**src/rtl/lmq_pkg.sv**
```systemverilog
// ----------------------------------------------------------------------------
// lmq_pkg
// Shared constants, codes and types of the Lamport mutual exclusion queue.
// ----------------------------------------------------------------------------
`default_nettype none

package lmq_pkg;

    localparam int LMQ_MAX_NODES  = 16;
    localparam int LMQ_CLOCK_BITS = 32;

    localparam int LMQ_ID_W       = 4;
    localparam int LMQ_TOTAL_W    = 5;
    localparam int LMQ_TYPE_W     = 3;
    localparam int LMQ_SEND_W     = 2;
    localparam int LMQ_MSGCLK_W   = 32;
    localparam int LMQ_COUNT_W    = 5;
    localparam int LMQ_REPLY_W    = 4;
    localparam int LMQ_CFG_IDX_W  = 1;
    localparam int LMQ_CFG_DATA_W = 5;

    // Input item kinds.
    localparam logic [LMQ_TYPE_W-1:0] REQ_RECV_REQUEST  = 3'd0;
    localparam logic [LMQ_TYPE_W-1:0] REQ_RECV_REPLY    = 3'd1;
    localparam logic [LMQ_TYPE_W-1:0] REQ_RECV_RELEASE  = 3'd2;
    localparam logic [LMQ_TYPE_W-1:0] REQ_LOCAL_REQUEST = 3'd3;
    localparam logic [LMQ_TYPE_W-1:0] REQ_LOCAL_RELEASE = 3'd4;

    // Outgoing message kinds.
    localparam logic [LMQ_SEND_W-1:0] MSG_REQUEST = 2'd0;
    localparam logic [LMQ_SEND_W-1:0] MSG_REPLY   = 2'd1;
    localparam logic [LMQ_SEND_W-1:0] MSG_RELEASE = 2'd2;

    // Configuration register indexes.
    localparam logic [LMQ_CFG_IDX_W-1:0] REG_NODE_ID     = 1'd0;
    localparam logic [LMQ_CFG_IDX_W-1:0] REG_TOTAL_NODES = 1'd1;

    localparam logic [LMQ_REPLY_W-1:0] REPLY_MAX = 4'd15;

    // Queue operation handed to every cell.
    typedef struct packed {
        logic insert;
        logic remove;
    } lmq_cmd_t;

endpackage

`default_nettype wire

```
**src/rtl/lmq_cell.sv**
```systemverilog
// ----------------------------------------------------------------------------
// lmq_cell
// One slot of the sorted request queue. Compares the new key with its own
// entry and takes the new key, its left neighbor's entry or its right
// neighbor's entry as the queue operation demands.
// ----------------------------------------------------------------------------
`default_nettype none

module lmq_cell
    import lmq_pkg::*;
#(
    parameter int CLOCK_BITS = LMQ_CLOCK_BITS,
    parameter bit FIRST      = 1'b0
)
(
    input  wire                   clk,
    input  lmq_cmd_t              cmd,
    input  wire                   occupied,
    input  wire  [CLOCK_BITS-1:0] key_clock,
    input  wire  [LMQ_ID_W-1:0]   key_id,
    input  wire                   left_gt,
    input  wire  [CLOCK_BITS-1:0] left_clock,
    input  wire  [LMQ_ID_W-1:0]   left_id,
    input  wire  [CLOCK_BITS-1:0] right_clock,
    input  wire  [LMQ_ID_W-1:0]   right_id,
    output logic                  gt,
    output logic [CLOCK_BITS-1:0] ent_clock,
    output logic [LMQ_ID_W-1:0]   ent_id
);

    logic [CLOCK_BITS-1:0] clock_reg;
    logic [LMQ_ID_W-1:0]   id_reg;
    logic                  take_new;

    // The new key goes behind this entry only when strictly greater, so an
    // equal key lands in front of existing equals.
    assign gt = occupied && ((key_clock > clock_reg) ||
                             ((key_clock == clock_reg) && (key_id > id_reg)));

    assign take_new = !gt && (FIRST || left_gt);

    always_ff @(posedge clk)
    begin
        if (cmd.insert)
        begin
            if (take_new)
            begin
                clock_reg <= key_clock;
                id_reg    <= key_id;
            end
            else if (!gt)
            begin
                clock_reg <= left_clock;
                id_reg    <= left_id;
            end
        end
        else if (cmd.remove)
        begin
            clock_reg <= right_clock;
            id_reg    <= right_id;
        end
    end

    assign ent_clock = clock_reg;
    assign ent_id    = id_reg;

endmodule

`default_nettype wire

```
**src/rtl/lmq_chain.sv**
```systemverilog
// ----------------------------------------------------------------------------
// lmq_chain
// Row of queue cells kept sorted by (clock, node id); slot 0 is the head.
// ----------------------------------------------------------------------------
`default_nettype none

module lmq_chain
    import lmq_pkg::*;
#(
    parameter int MAX_NODES  = LMQ_MAX_NODES,
    parameter int CLOCK_BITS = LMQ_CLOCK_BITS,
    localparam int FW        = $clog2(MAX_NODES + 1)
)
(
    input  wire                   clk,
    input  lmq_cmd_t              cmd,
    input  wire  [FW-1:0]         fill,
    input  wire  [CLOCK_BITS-1:0] key_clock,
    input  wire  [LMQ_ID_W-1:0]   key_id,
    output logic [LMQ_ID_W-1:0]   head_next_id
);

    logic                  gt_a    [MAX_NODES];
    logic [CLOCK_BITS-1:0] clock_a [MAX_NODES];
    logic [LMQ_ID_W-1:0]   id_a    [MAX_NODES];

    genvar i;
    generate
        for (i = 0; i < MAX_NODES; i++)
        begin : g_cell
            logic                  lgt;
            logic [CLOCK_BITS-1:0] lclk;
            logic [LMQ_ID_W-1:0]   lid;
            logic [CLOCK_BITS-1:0] rclk;
            logic [LMQ_ID_W-1:0]   rid;

            if (i == 0)
            begin : g_left_edge
                assign lgt  = 1'b1;
                assign lclk = key_clock;
                assign lid  = key_id;
            end
            else
            begin : g_left
                assign lgt  = gt_a[i-1];
                assign lclk = clock_a[i-1];
                assign lid  = id_a[i-1];
            end

            if (i == MAX_NODES - 1)
            begin : g_right_edge
                assign rclk = clock_a[i];
                assign rid  = id_a[i];
            end
            else
            begin : g_right
                assign rclk = clock_a[i+1];
                assign rid  = id_a[i+1];
            end

            lmq_cell #(
                .CLOCK_BITS (CLOCK_BITS),
                .FIRST      (i == 0)
            ) u_cell (
                .clk         (clk),
                .cmd         (cmd),
                .occupied    (FW'(i) < fill),
                .key_clock   (key_clock),
                .key_id      (key_id),
                .left_gt     (lgt),
                .left_clock  (lclk),
                .left_id     (lid),
                .right_clock (rclk),
                .right_id    (rid),
                .gt          (gt_a[i]),
                .ent_clock   (clock_a[i]),
                .ent_id      (id_a[i])
            );
        end
    endgenerate

    // Id that slot 0 will hold after the pending operation.
    always_comb
    begin
        if (cmd.insert)
            head_next_id = gt_a[0] ? id_a[0] : key_id;
        else if (cmd.remove)
            head_next_id = id_a[1];
        else
            head_next_id = id_a[0];
    end

endmodule

`default_nettype wire

```
**src/rtl/lamport_mutex_request_queue.sv**
```systemverilog
// ----------------------------------------------------------------------------
// lamport_mutex_request_queue
// One node of Lamport's distributed mutual exclusion: logical clock, request
// queue sorted by (clock, node id) in a row of cells, and a reply counter.
// ----------------------------------------------------------------------------
// The clock update is prepared in the accept cycle and registered with the item; the
// queue cells shift and the result beat is registered in the following execute cycle.
// A new item is taken only once the node is idle again, after the last one executes.
// A stalled result beat holds the execute cycle until the output is free.
// Reset clears the logical clock, queue fill and reply count, sets node_id
// to 0 and total_nodes to 2; queue slots hold no defined value until written.
// ----------------------------------------------------------------------------
`default_nettype none

module lamport_mutex_request_queue
    import lmq_pkg::*;
#(
    parameter int MAX_NODES  = LMQ_MAX_NODES,
    parameter int CLOCK_BITS = LMQ_CLOCK_BITS
)
(
    input  wire                       clk,
    input  wire                       rst_n,

    input  wire                       cfg_valid,
    output logic                      cfg_ready,
    input  wire  [LMQ_CFG_IDX_W-1:0]  cfg_index,
    input  wire  [LMQ_CFG_DATA_W-1:0] cfg_data,

    input  wire                       in_valid,
    output logic                      in_stall,
    input  wire  [LMQ_TYPE_W-1:0]     req_type,
    input  wire  [LMQ_MSGCLK_W-1:0]   msg_clock,
    input  wire  [LMQ_ID_W-1:0]       sender_id,

    output logic                      out_valid,
    input  wire                       out_stall,
    output logic                      send_valid,
    output logic [LMQ_SEND_W-1:0]     send_type,
    output logic [LMQ_MSGCLK_W-1:0]   send_clock,
    output logic [LMQ_ID_W-1:0]       dest_id,
    output logic                      broadcast,
    output logic                      grant,
    output logic [LMQ_ID_W-1:0]       head_id,
    output logic [LMQ_COUNT_W-1:0]    queue_count,
    output logic                      error
);

    localparam int FW = $clog2(MAX_NODES + 1);
    localparam int CW = CLOCK_BITS;

    localparam logic S_IDLE = 1'b0;
    localparam logic S_EXEC = 1'b1;

    logic                   state_reg, state_next;
    logic                   out_valid_reg, out_valid_next;

    logic [LMQ_ID_W-1:0]    node_id_reg;
    logic [LMQ_TOTAL_W-1:0] total_reg;

    logic [CW-1:0]          clock_reg;
    logic [FW-1:0]          fill_reg, fill_next;
    logic [LMQ_REPLY_W-1:0] reply_reg, reply_next;

    // Item captured at accept, with its clock work already done.
    logic [LMQ_TYPE_W-1:0]  type_reg;
    logic [LMQ_ID_W-1:0]    sender_reg;
    logic [CW-1:0]          key_clock_reg;
    logic [LMQ_ID_W-1:0]    key_id_reg;
    logic [CW-1:0]          clk_new_reg;

    logic                   in_fire, exec_fire;
    logic [CW-1:0]          m_clk, top_clk, base_clk, clk_new;
    logic                   is_merge;
    logic                   want_insert, want_remove, full, empty;
    lmq_cmd_t               cmd;
    logic [LMQ_ID_W-1:0]    head_next_id;
    logic [LMQ_TOTAL_W-1:0] needed;

    logic                   o_send_valid, o_broadcast, o_error, o_grant;
    logic [LMQ_SEND_W-1:0]  o_send_type;
    logic [LMQ_ID_W-1:0]    o_dest_id, o_head_id;

    assign cfg_ready = 1'b1;
    assign in_stall  = (state_reg == S_EXEC);
    assign in_fire   = in_valid && !in_stall;
    assign exec_fire = (state_reg == S_EXEC) && (!out_valid_reg || !out_stall);

    // Accept cycle: clock merge and tick.
    assign m_clk    = CW'(msg_clock);
    assign top_clk  = (clock_reg > m_clk) ? clock_reg : m_clk;
    assign is_merge = (req_type == REQ_RECV_REQUEST) || (req_type == REQ_RECV_REPLY) ||
                      (req_type == REQ_RECV_RELEASE);
    assign base_clk = is_merge ? top_clk : clock_reg;

    always_comb
    begin
        case (req_type)
            REQ_RECV_REQUEST:  clk_new = base_clk + CW'(2);
            REQ_RECV_REPLY,
            REQ_RECV_RELEASE,
            REQ_LOCAL_REQUEST,
            REQ_LOCAL_RELEASE: clk_new = base_clk + CW'(1);
            default:           clk_new = clock_reg;
        endcase
    end

    always_ff @(posedge clk)
    begin
        if (in_fire)
        begin
            type_reg    <= req_type;
            sender_reg  <= sender_id;
            clk_new_reg <= clk_new;
            if (req_type == REQ_LOCAL_REQUEST)
            begin
                key_clock_reg <= clock_reg + CW'(1);
                key_id_reg    <= node_id_reg;
            end
            else
            begin
                key_clock_reg <= m_clk;
                key_id_reg    <= sender_id;
            end
        end
    end

    // Execute cycle: queue operation, counters and the result beat.
    assign full        = (fill_reg == FW'(MAX_NODES));
    assign empty       = (fill_reg == '0);
    assign want_insert = (type_reg == REQ_RECV_REQUEST) || (type_reg == REQ_LOCAL_REQUEST);
    assign want_remove = (type_reg == REQ_RECV_RELEASE) || (type_reg == REQ_LOCAL_RELEASE);

    assign cmd.insert = exec_fire && want_insert && !full;
    assign cmd.remove = exec_fire && want_remove && !empty;

    lmq_chain #(
        .MAX_NODES  (MAX_NODES),
        .CLOCK_BITS (CLOCK_BITS)
    ) u_chain (
        .clk          (clk),
        .cmd          (cmd),
        .fill         (fill_reg),
        .key_clock    (key_clock_reg),
        .key_id       (key_id_reg),
        .head_next_id (head_next_id)
    );

    always_comb
    begin
        fill_next = fill_reg;
        if (cmd.insert)
            fill_next = fill_reg + FW'(1);
        else if (cmd.remove)
            fill_next = fill_reg - FW'(1);
    end

    always_comb
    begin
        reply_next = reply_reg;
        if (type_reg == REQ_RECV_REPLY && reply_reg != REPLY_MAX)
            reply_next = reply_reg + LMQ_REPLY_W'(1);
        else if (type_reg == REQ_LOCAL_RELEASE)
            reply_next = '0;
    end

    assign needed = (total_reg == '0) ? '0 : total_reg - LMQ_TOTAL_W'(1);

    always_comb
    begin
        o_send_valid = 1'b0;
        o_send_type  = MSG_REQUEST;
        o_dest_id    = '0;
        o_broadcast  = 1'b0;
        o_error      = 1'b0;
        case (type_reg)
            REQ_RECV_REQUEST:
            begin
                o_send_valid = 1'b1;
                o_send_type  = MSG_REPLY;
                o_dest_id    = sender_reg;
                o_error      = full;
            end
            REQ_RECV_RELEASE:
            begin
                o_error = empty;
            end
            REQ_LOCAL_REQUEST:
            begin
                o_send_valid = 1'b1;
                o_send_type  = MSG_REQUEST;
                o_broadcast  = 1'b1;
                o_error      = full;
            end
            REQ_LOCAL_RELEASE:
            begin
                o_send_valid = 1'b1;
                o_send_type  = MSG_RELEASE;
                o_broadcast  = 1'b1;
                o_error      = empty;
            end
            default:
            begin
                o_send_valid = 1'b0;
            end
        endcase
    end

    assign o_head_id = (fill_next != '0) ? head_next_id : '0;
    assign o_grant   = (fill_next != '0) && (head_next_id == node_id_reg) &&
                       ({1'b0, reply_next} == needed);

    always_ff @(posedge clk)
    begin
        if (exec_fire)
        begin
            send_valid  <= o_send_valid;
            send_type   <= o_send_type;
            send_clock  <= o_send_valid ? LMQ_MSGCLK_W'(clk_new_reg) : '0;
            dest_id     <= o_dest_id;
            broadcast   <= o_broadcast;
            grant       <= o_grant;
            head_id     <= o_head_id;
            queue_count <= LMQ_COUNT_W'(fill_next);
            error       <= o_error;
        end
    end

    always_comb
    begin
        state_next = state_reg;
        case (state_reg)
            S_IDLE:  if (in_fire) state_next = S_EXEC;
            S_EXEC:  if (exec_fire) state_next = S_IDLE;
            default: state_next = S_IDLE;
        endcase
    end

    always_comb
    begin
        out_valid_next = out_valid_reg;
        if (exec_fire)
            out_valid_next = 1'b1;
        else if (out_valid_reg && !out_stall)
            out_valid_next = 1'b0;
    end

    assign out_valid = out_valid_reg;

    always_ff @(posedge clk or negedge rst_n)
    begin
        if (!rst_n)
        begin
            state_reg     <= S_IDLE;
            out_valid_reg <= 1'b0;
            clock_reg     <= '0;
            fill_reg      <= '0;
            reply_reg     <= '0;
            node_id_reg   <= '0;
            total_reg     <= LMQ_TOTAL_W'(2);
        end
        else
        begin
            state_reg     <= state_next;
            out_valid_reg <= out_valid_next;
            if (exec_fire)
            begin
                clock_reg <= clk_new_reg;
                fill_reg  <= fill_next;
                reply_reg <= reply_next;
            end
            if (cfg_valid && cfg_ready)
            begin
                case (cfg_index)
                    REG_NODE_ID:     node_id_reg <= cfg_data[LMQ_ID_W-1:0];
                    REG_TOTAL_NODES: total_reg   <= cfg_data;
                    default:         total_reg   <= total_reg;
                endcase
            end
        end
    end

endmodule

`default_nettype wire

```
**config.mk**
```make
export PLATFORM = sky130hd
export DESIGN_NAME = lamport_mutex_request_queue
export DESIGN_NICKNAME = d
export VERILOG_FILES = /design/src/rtl/lmq_pkg.sv /design/src/rtl/lmq_cell.sv /design/src/rtl/lmq_chain.sv /design/src/rtl/lamport_mutex_request_queue.sv
export SDC_FILE = /design/constraint.sdc
export NUM_CORES = 2
export LEC_CHECK = 0
export ABC_AREA = 1
export BUFFER_PORTS_ARGS = -buffer_cell sky130_fd_sc_hd__buf_2
export CAP_MARGIN = 20
export CORE_MARGIN = 4
export CORE_UTILIZATION = 56
export CTS_CLUSTER_DIAMETER = 200
export CTS_CLUSTER_SIZE = 40
export DETAILED_ROUTE_END_ITERATION = 8
export GPL_TIMING_DRIVEN = 1
export HOLD_SLACK_MARGIN = 0.05
export PLACE_DENSITY = 0.75
export SLEW_MARGIN = 20
export SYNTH_ARGS = -nofsm -noshare
export SYNTH_HDL_FRONTEND = slang
export SYNTH_SLANG_ARGS = --single-unit
```
**constraint.sdc**
```tcl
create_clock -name clk -period 6 [get_ports clk]
set_input_delay 0.6 -clock clk [delete_from_list [all_inputs] [get_ports clk]]
set_output_delay 0.6 -clock clk [all_outputs]
set_load 0.03 [all_outputs]
```
Word level (Yosys, flattened, before mapping)
Index checks and enable logic that the tools add are counted.
W data, S select, Z words.

cells by class
  multiplexer cells = 141
  magnitude comparators = 49
  add/subtract/negate cells = 7
  reduce and logical (&&, ||, !) cells = 128
  bitwise logic cells = 2
  eq/ne operators = 44

operators with widths
  cell                     number
  $mux W32                 64
  $gt A32 B32 Y1           17
  $eq A32 B32 Y1           16
  $mux W4                  64
  $add A32 B1 Y32 const B  2
  $gt A4 B4 Y1             16
  $pmux W32 S2             1
  $logic_and A1 B1 Y1      57
  $ne A3 B2 Y1 const B     14
  $lt A4 B5 Y1 const A     8
  $reduce_and A2 Y1        18
  $add A32 B2 Y32 const B  1
  $logic_or A1 B1 Y1       21
  $logic_not A1 Y1         20
  $lt A3 B5 Y1 const A     4
  $mux W5                  3
  $eq A3 B2 Y1 const B     4
  $logic_not A5 Y1         2
  $lt A1 B5 Y1 const A     2
  $lt A2 B5 Y1 const A     2
  $sub A5 B1 Y5 const B    2
  $eq A3 B1 Y1 const B     2
  $eq A3 B3 Y1 const B     2
  $logic_not A3 Y1         2
  17 further kinds         27

word-level totals
  output and inout bits = 54
  register bits = 754
  word-level logic and storage cells = 424
  input port bits = 50

Longest topological paths before layout
  depth in word-level cells = 10
  gate-level depth with buffers = 28
  mapped depth without buffers = 27

By module
A second synthesis with hierarchy kept.

unflattened totals
  cells, all modules = 8,939
  area, all modules = 67,571.1 um^2

modules (own cells, without submodules)
  module                                     seq. area each (um^2)  cells an instance  area each (um^2)  instances
  lmq_cell at u_chain.g_cell[10].u_cell ...  1,081.0                479                3,570.9           14
  lamport_mutex_request_queue                5,086.1                1,360              11,124.4          1
  lmq_cell at u_chain.g_cell[15].u_cell      1,081.0                478                3,592.2           1
  lmq_cell at u_chain.g_cell[0].u_cell       1,081.0                320                2,551.2           1
  lmq_chain                                  0.0                    75                 310.3             1

Least setup slack after synthesis
OpenSTA, ideal clock, no wires.

  path kind = register -> register
  start = register key_clock_reg[0]
  end = register u_chain.g_cell[2].u_cell.clock_reg[0] (enable)
  cell stages (with the launch flop) = 18
  buffers on the path = 3
  path slack = 0.243 ns
  setup time = 0.479 ns
  required time = 5.521 ns
  period minus slack after synthesis = 5.757 ns
  arrival time = 5.277 ns
  cells stage by stage = edfxtp_1 inv_1 clkbuf_1 ha_1 inv_1 a21oi_1 o21ai_0 nand3_1 a21oi_1 o21bai_1 o2111ai_1 nand2_1 nand2_1 o21ai_1 inv_1 clkbuf_1 clkbuf_1 o21ai_0

on the way
  word-level cells in the longest chain between the ends = 8
  elaborated cells between the ends (all ways) = 14
  classes of those cells = order compare: 2; eq/ne: 3; reduce/logical: 9

RTL lines
  item                                                                    line                                RTL
  from (decl)                                                             lamport_mutex_request_queue.sv:68   logic [CW-1:0] key_clock_reg;
  from (signal assigned)                                                  lamport_mutex_request_queue.sv:117  key_clock_reg <= clock_reg + CW'(1);
  from (signal assigned)                                                  lamport_mutex_request_queue.sv:122  key_clock_reg <= m_clk;
  parallel branches: the longest is 6 deep, another holds $gt A32 B32 Y1  --
  $ne A3 B2 Y1 (no source line) *                                         --
  $reduce_and A2 Y1 (no source line) *                                    --
  to (signal assigned)                                                    lmq_cell.sv:48                      clock_reg <= key_clock;
  to (signal assigned)                                                    lmq_cell.sv:53                      clock_reg <= left_clock;
  to (signal assigned)                                                    lmq_cell.sv:59                      clock_reg <= right_clock;
  to (decl)                                                               lmq_cell.sv:31                      logic [CLOCK_BITS-1:0] clock_reg;

Every way passes the cells marked *.
A chain may end at the register's enable or synchronous reset.

Worst setup path after layout
  start = register key_clock_reg[31]
  end = register u_chain.g_cell[10].u_cell.clock_reg[19], data pin

on the way
  word-level cells in the longest chain between the ends = 8
  elaborated cells between the ends (all ways) = 14
  classes of those cells = order compare: 2; eq/ne: 2; mux: 2; reduce/logical: 8

RTL lines
  item                                                                    line            RTL
  parallel branches: the longest is 5 deep, another holds $gt A32 B32 Y1  --
  $logic_and A1 B1 Y1 *                                                   lmq_cell.sv:40  assign take_new = !gt && (FIRST || left_gt);
  $mux W32 *                                                              lmq_cell.sv:46  if (take_new)
  $mux W32 *                                                              lmq_cell.sv:44  if (cmd.insert)
  to (signal assigned)                                                    lmq_cell.sv:48
  to (signal assigned)                                                    lmq_cell.sv:53
  to (signal assigned)                                                    lmq_cell.sv:59
  to (decl)                                                               lmq_cell.sv:31

Marks and branches as above.

==> results.cfg <==
[outcome]
outcome = complete, no violations

[sta]
final.setup.tns_ns = 0
rsz0062_at_grt = false
tightest_slew_ns = 1.08
max_freq_mhz = 201
fin_crit_ns = 4.97
skew_ns = 0.0340
drv_slew = 0
setup-violations-final = 0
hold-worst-slack_ns = 0.101
hold_viol_final = 0
max-slew-margin-rel_pct = 28.1
timing.final.crit_share_pct = 82.9

[pwr]
p_leak_nw = 26.3
peakVddDrop_uv = 242
pwr_density_cell_mw_per_mm2 = 301

[yosys]
synth-warning-count = 0
yosys.area_share.xor_xnor_pct = 0.514
synth_cell_types = 62
synth_edf_count = 698
syn_avg_cell_area_um2 = 7.96
ys_top_cells_by_count = nand2_1, inv_1, edfxtp_1
synthFlopType = edfxtp_1
syn-num-nets = 7506
netlist_instances = 6840
synth.most_common_cell = nand2_1
synth.top_cell.area_share_pct = 38.5
yosys.area_share.simple_pct = 23.9
ys_seq_area_share_pct = 41.0
syn_area_mm2 = 0.0545
synthAdderAreaFrac_pct = 14.1
synth_top_family_by_area = simple AND/OR/NAND/NOR gates
synth_area_leader_cell = edfxtp_1
ys_ff_latch = 754
muxShareOfSynthArea_pct = 0.0207
synth_compound_area_share_pct = 11.9
async_flop_share_pct = 6.90
synth_area_leaders = edfxtp_1, ha_1, nand2_1

[final_layout]
multi_input_area_mm2 = 0.0277
seqCellArea_mm2 = 0.0223
syn2layout_area_growth_pct = 5.08
drive_above_1_share_pct = 5.68
fillers = 8647
n_antenna_cell = 0
nets = 7475
final_cell_area_mm2 = 0.0572
largest_reg_flops = 512

[routing]
vias = 47600
first_pass_iters = 6
drc_errors = 0
viasPerCell = 5.87
wl_per_cell_um = 20.1
finalWirelength_um = 163000
first_iter_violations = 5454
ant_nets = 0

[critical_path]
r2r_setup_slack_ns = 1.03
setup.worst_path.class = reg2reg
critPathSlowestCell = edfxtp_1
regToRegStartpoint = key_clock_reg[31]$_DFFE_PP_
ff2ff_path_depth = 14
arrival_ns = 5.39
max_stage_delay_ns = 0.73
worstPathRequired_ns = 6.42
path_max_fanout = 39
reg2reg_to = u_chain.g_cell[10].u_cell.ent_clock[19]$_DFFE_PP_
end_kind = register
crit_chain = buf_4, ha_1, nand4_1, inv_1, nand4_1, nor4_2, nand3b_1, o221ai_1, a21oi_4, buf_4, nor2_4, nand2_1, nand3_1, nand2_1
crit_path_start_kind = register

[placement]
hpwlAfterDp_um = 125000
portBuffers = 102
gp_congestion = 0.986
dpl_cell_area_mm2 = 0.0566

[floorplan]
rows = 114
die_width_um = 320
die_area_mm2 = 0.102
io_pins = 104
die_y_um = 320
start_util_pct = 56.4
core-area_mm2 = 0.0966

[clock_network]
worstSkewPairLatency_ns = 0.66
cts_hold_buf = 0
cts_max_level = 1
ctsResizeCount = 0
path_clk_slew_ns = 0.16
postCtsSetupBuffers = 0
cts-root-buf = clkbuf_16
clockBufferDepth = 3
cts_buffers = 22
cts_tree = yes
clock_sinks = 754

[grt]
grt_pass1_wl_um = 253000
antenna_found_initial = 0
grt_overflow = 0
grt_start_max_net_pins = 168
grt.total_usage_pct = 30.8
first_global_vias = 45100

[hold_path]
min_path_type = in2async

[run]
cap_violations = 0
[per-layer routing]
layer	vias up	track usage (%)	routed length [um]
met1	22200	41.6	67500
met4	0	13.6	8350
met2	2012	50.9	75100
li1	23100	-	-
met3	309	2.83	11800
met5	-	0	0
[how the worst max path moves through the flow]
stage	from	slack (ns)	to
2_1_floorplan	key_clock_reg[0]$_DFFE_PP_	0.24	u_chain.g_cell[2].u_cell.ent_clock[0]$_DFFE_PP_
3_3_place_gp	key_clock_reg[31]$_DFFE_PP_	0.63	u_chain.g_cell[10].u_cell.ent_clock[18]$_DFFE_PP_
3_5_place_dp	key_clock_reg[31]$_DFFE_PP_	1.09	u_chain.g_cell[10].u_cell.ent_clock[19]$_DFFE_PP_
4_1_cts	key_clock_reg[31]$_DFFE_PP_	1.05	u_chain.g_cell[10].u_cell.ent_clock[19]$_DFFE_PP_
5_1_grt	key_clock_reg[31]$_DFFE_PP_	0.85	u_chain.g_cell[10].u_cell.ent_clock[24]$_DFFE_PP_
6_report	key_clock_reg[31]$_DFFE_PP_	1.03	u_chain.g_cell[10].u_cell.ent_clock[19]$_DFFE_PP_
[cell usage in the layout (no fill, tap or decap), types with 17 or more instances in the layout]
cell type,synthesis,routed
o21ai_1,39,38
clkbuf_16,0,23
ha_1,616,616
buf_2,99,102
o21ai_0,499,486
nor3_1,19,19
edfxtp_1,698,698
a211oi_1,17,17
nor2_2,23,25
xor2_1,26,26
dfrtp_1,51,51
nor2_4,17,17
buf_4,4,114
nor4_1,32,29
nand2_2,34,41
inv_1,874,873
nand4_1,53,53
clkinv_1,37,37
nand2_1,1928,1921
a21oi_1,373,373
nand3_1,621,621
nor2_1,291,289
o22ai_1,149,149
[worst max-delay path: cells and delay by family (launching register included)]
family	cells	cell delay (ns)
AOI/OAI and AO/OA	2	0.58
adders and majority gates	1	0.33
buffers and inverters	3	0.73
DFF	1	0.73
and+or+nand+nor	8	2.34
[stage by stage]
step | setup slack (ns) | power, mW | utilization, % | cells
4_1_cts | 1.05 | 17.2 | 59.3 | 8101
2_1_floorplan | 0.243 | 12.6 | - | 6840
6_report | 1.03 | 17.2 | 59.3 | 8101
3_5_place_dp | 1.09 | 14.8 | 58.6 | 8061
5_1_grt | 0.851 | 18.4 | 59.3 | 8101
3_3_place_gp | 0.635 | 14.6 | 58.6 | 8061
[cells by family after synthesis]
family / after synthesis
XOR/XNOR: 32
flip-flops: 754
multiplexers: 1
buffers and inverters: 1197
AND/OR/NAND/NOR: 3059
AO/OA/AOI/OAI: 1180
adder cells (fa/ha/maj): 616
other: 1
[power breakdown]
group | internal (mW) | total [mW] | switching, mW
combinational | 2.19 | 7.33 | 5.14
clock | 0.738 | 2.39 | 1.65
sequential | 6.83 | 7.52 | 0.686
[area by class of cell]
type,instances,share of cell area [%]
clock buffers,39,1.11
clock inverters,1,0.0153
inverters,918,6.04
multi-input cells,4889,48.4
flip-flops and latches,754,39.0
well taps,1276,2.79
repair buffers,224,2.67
No activity file was read; power rests on OpenSTA's default activity.
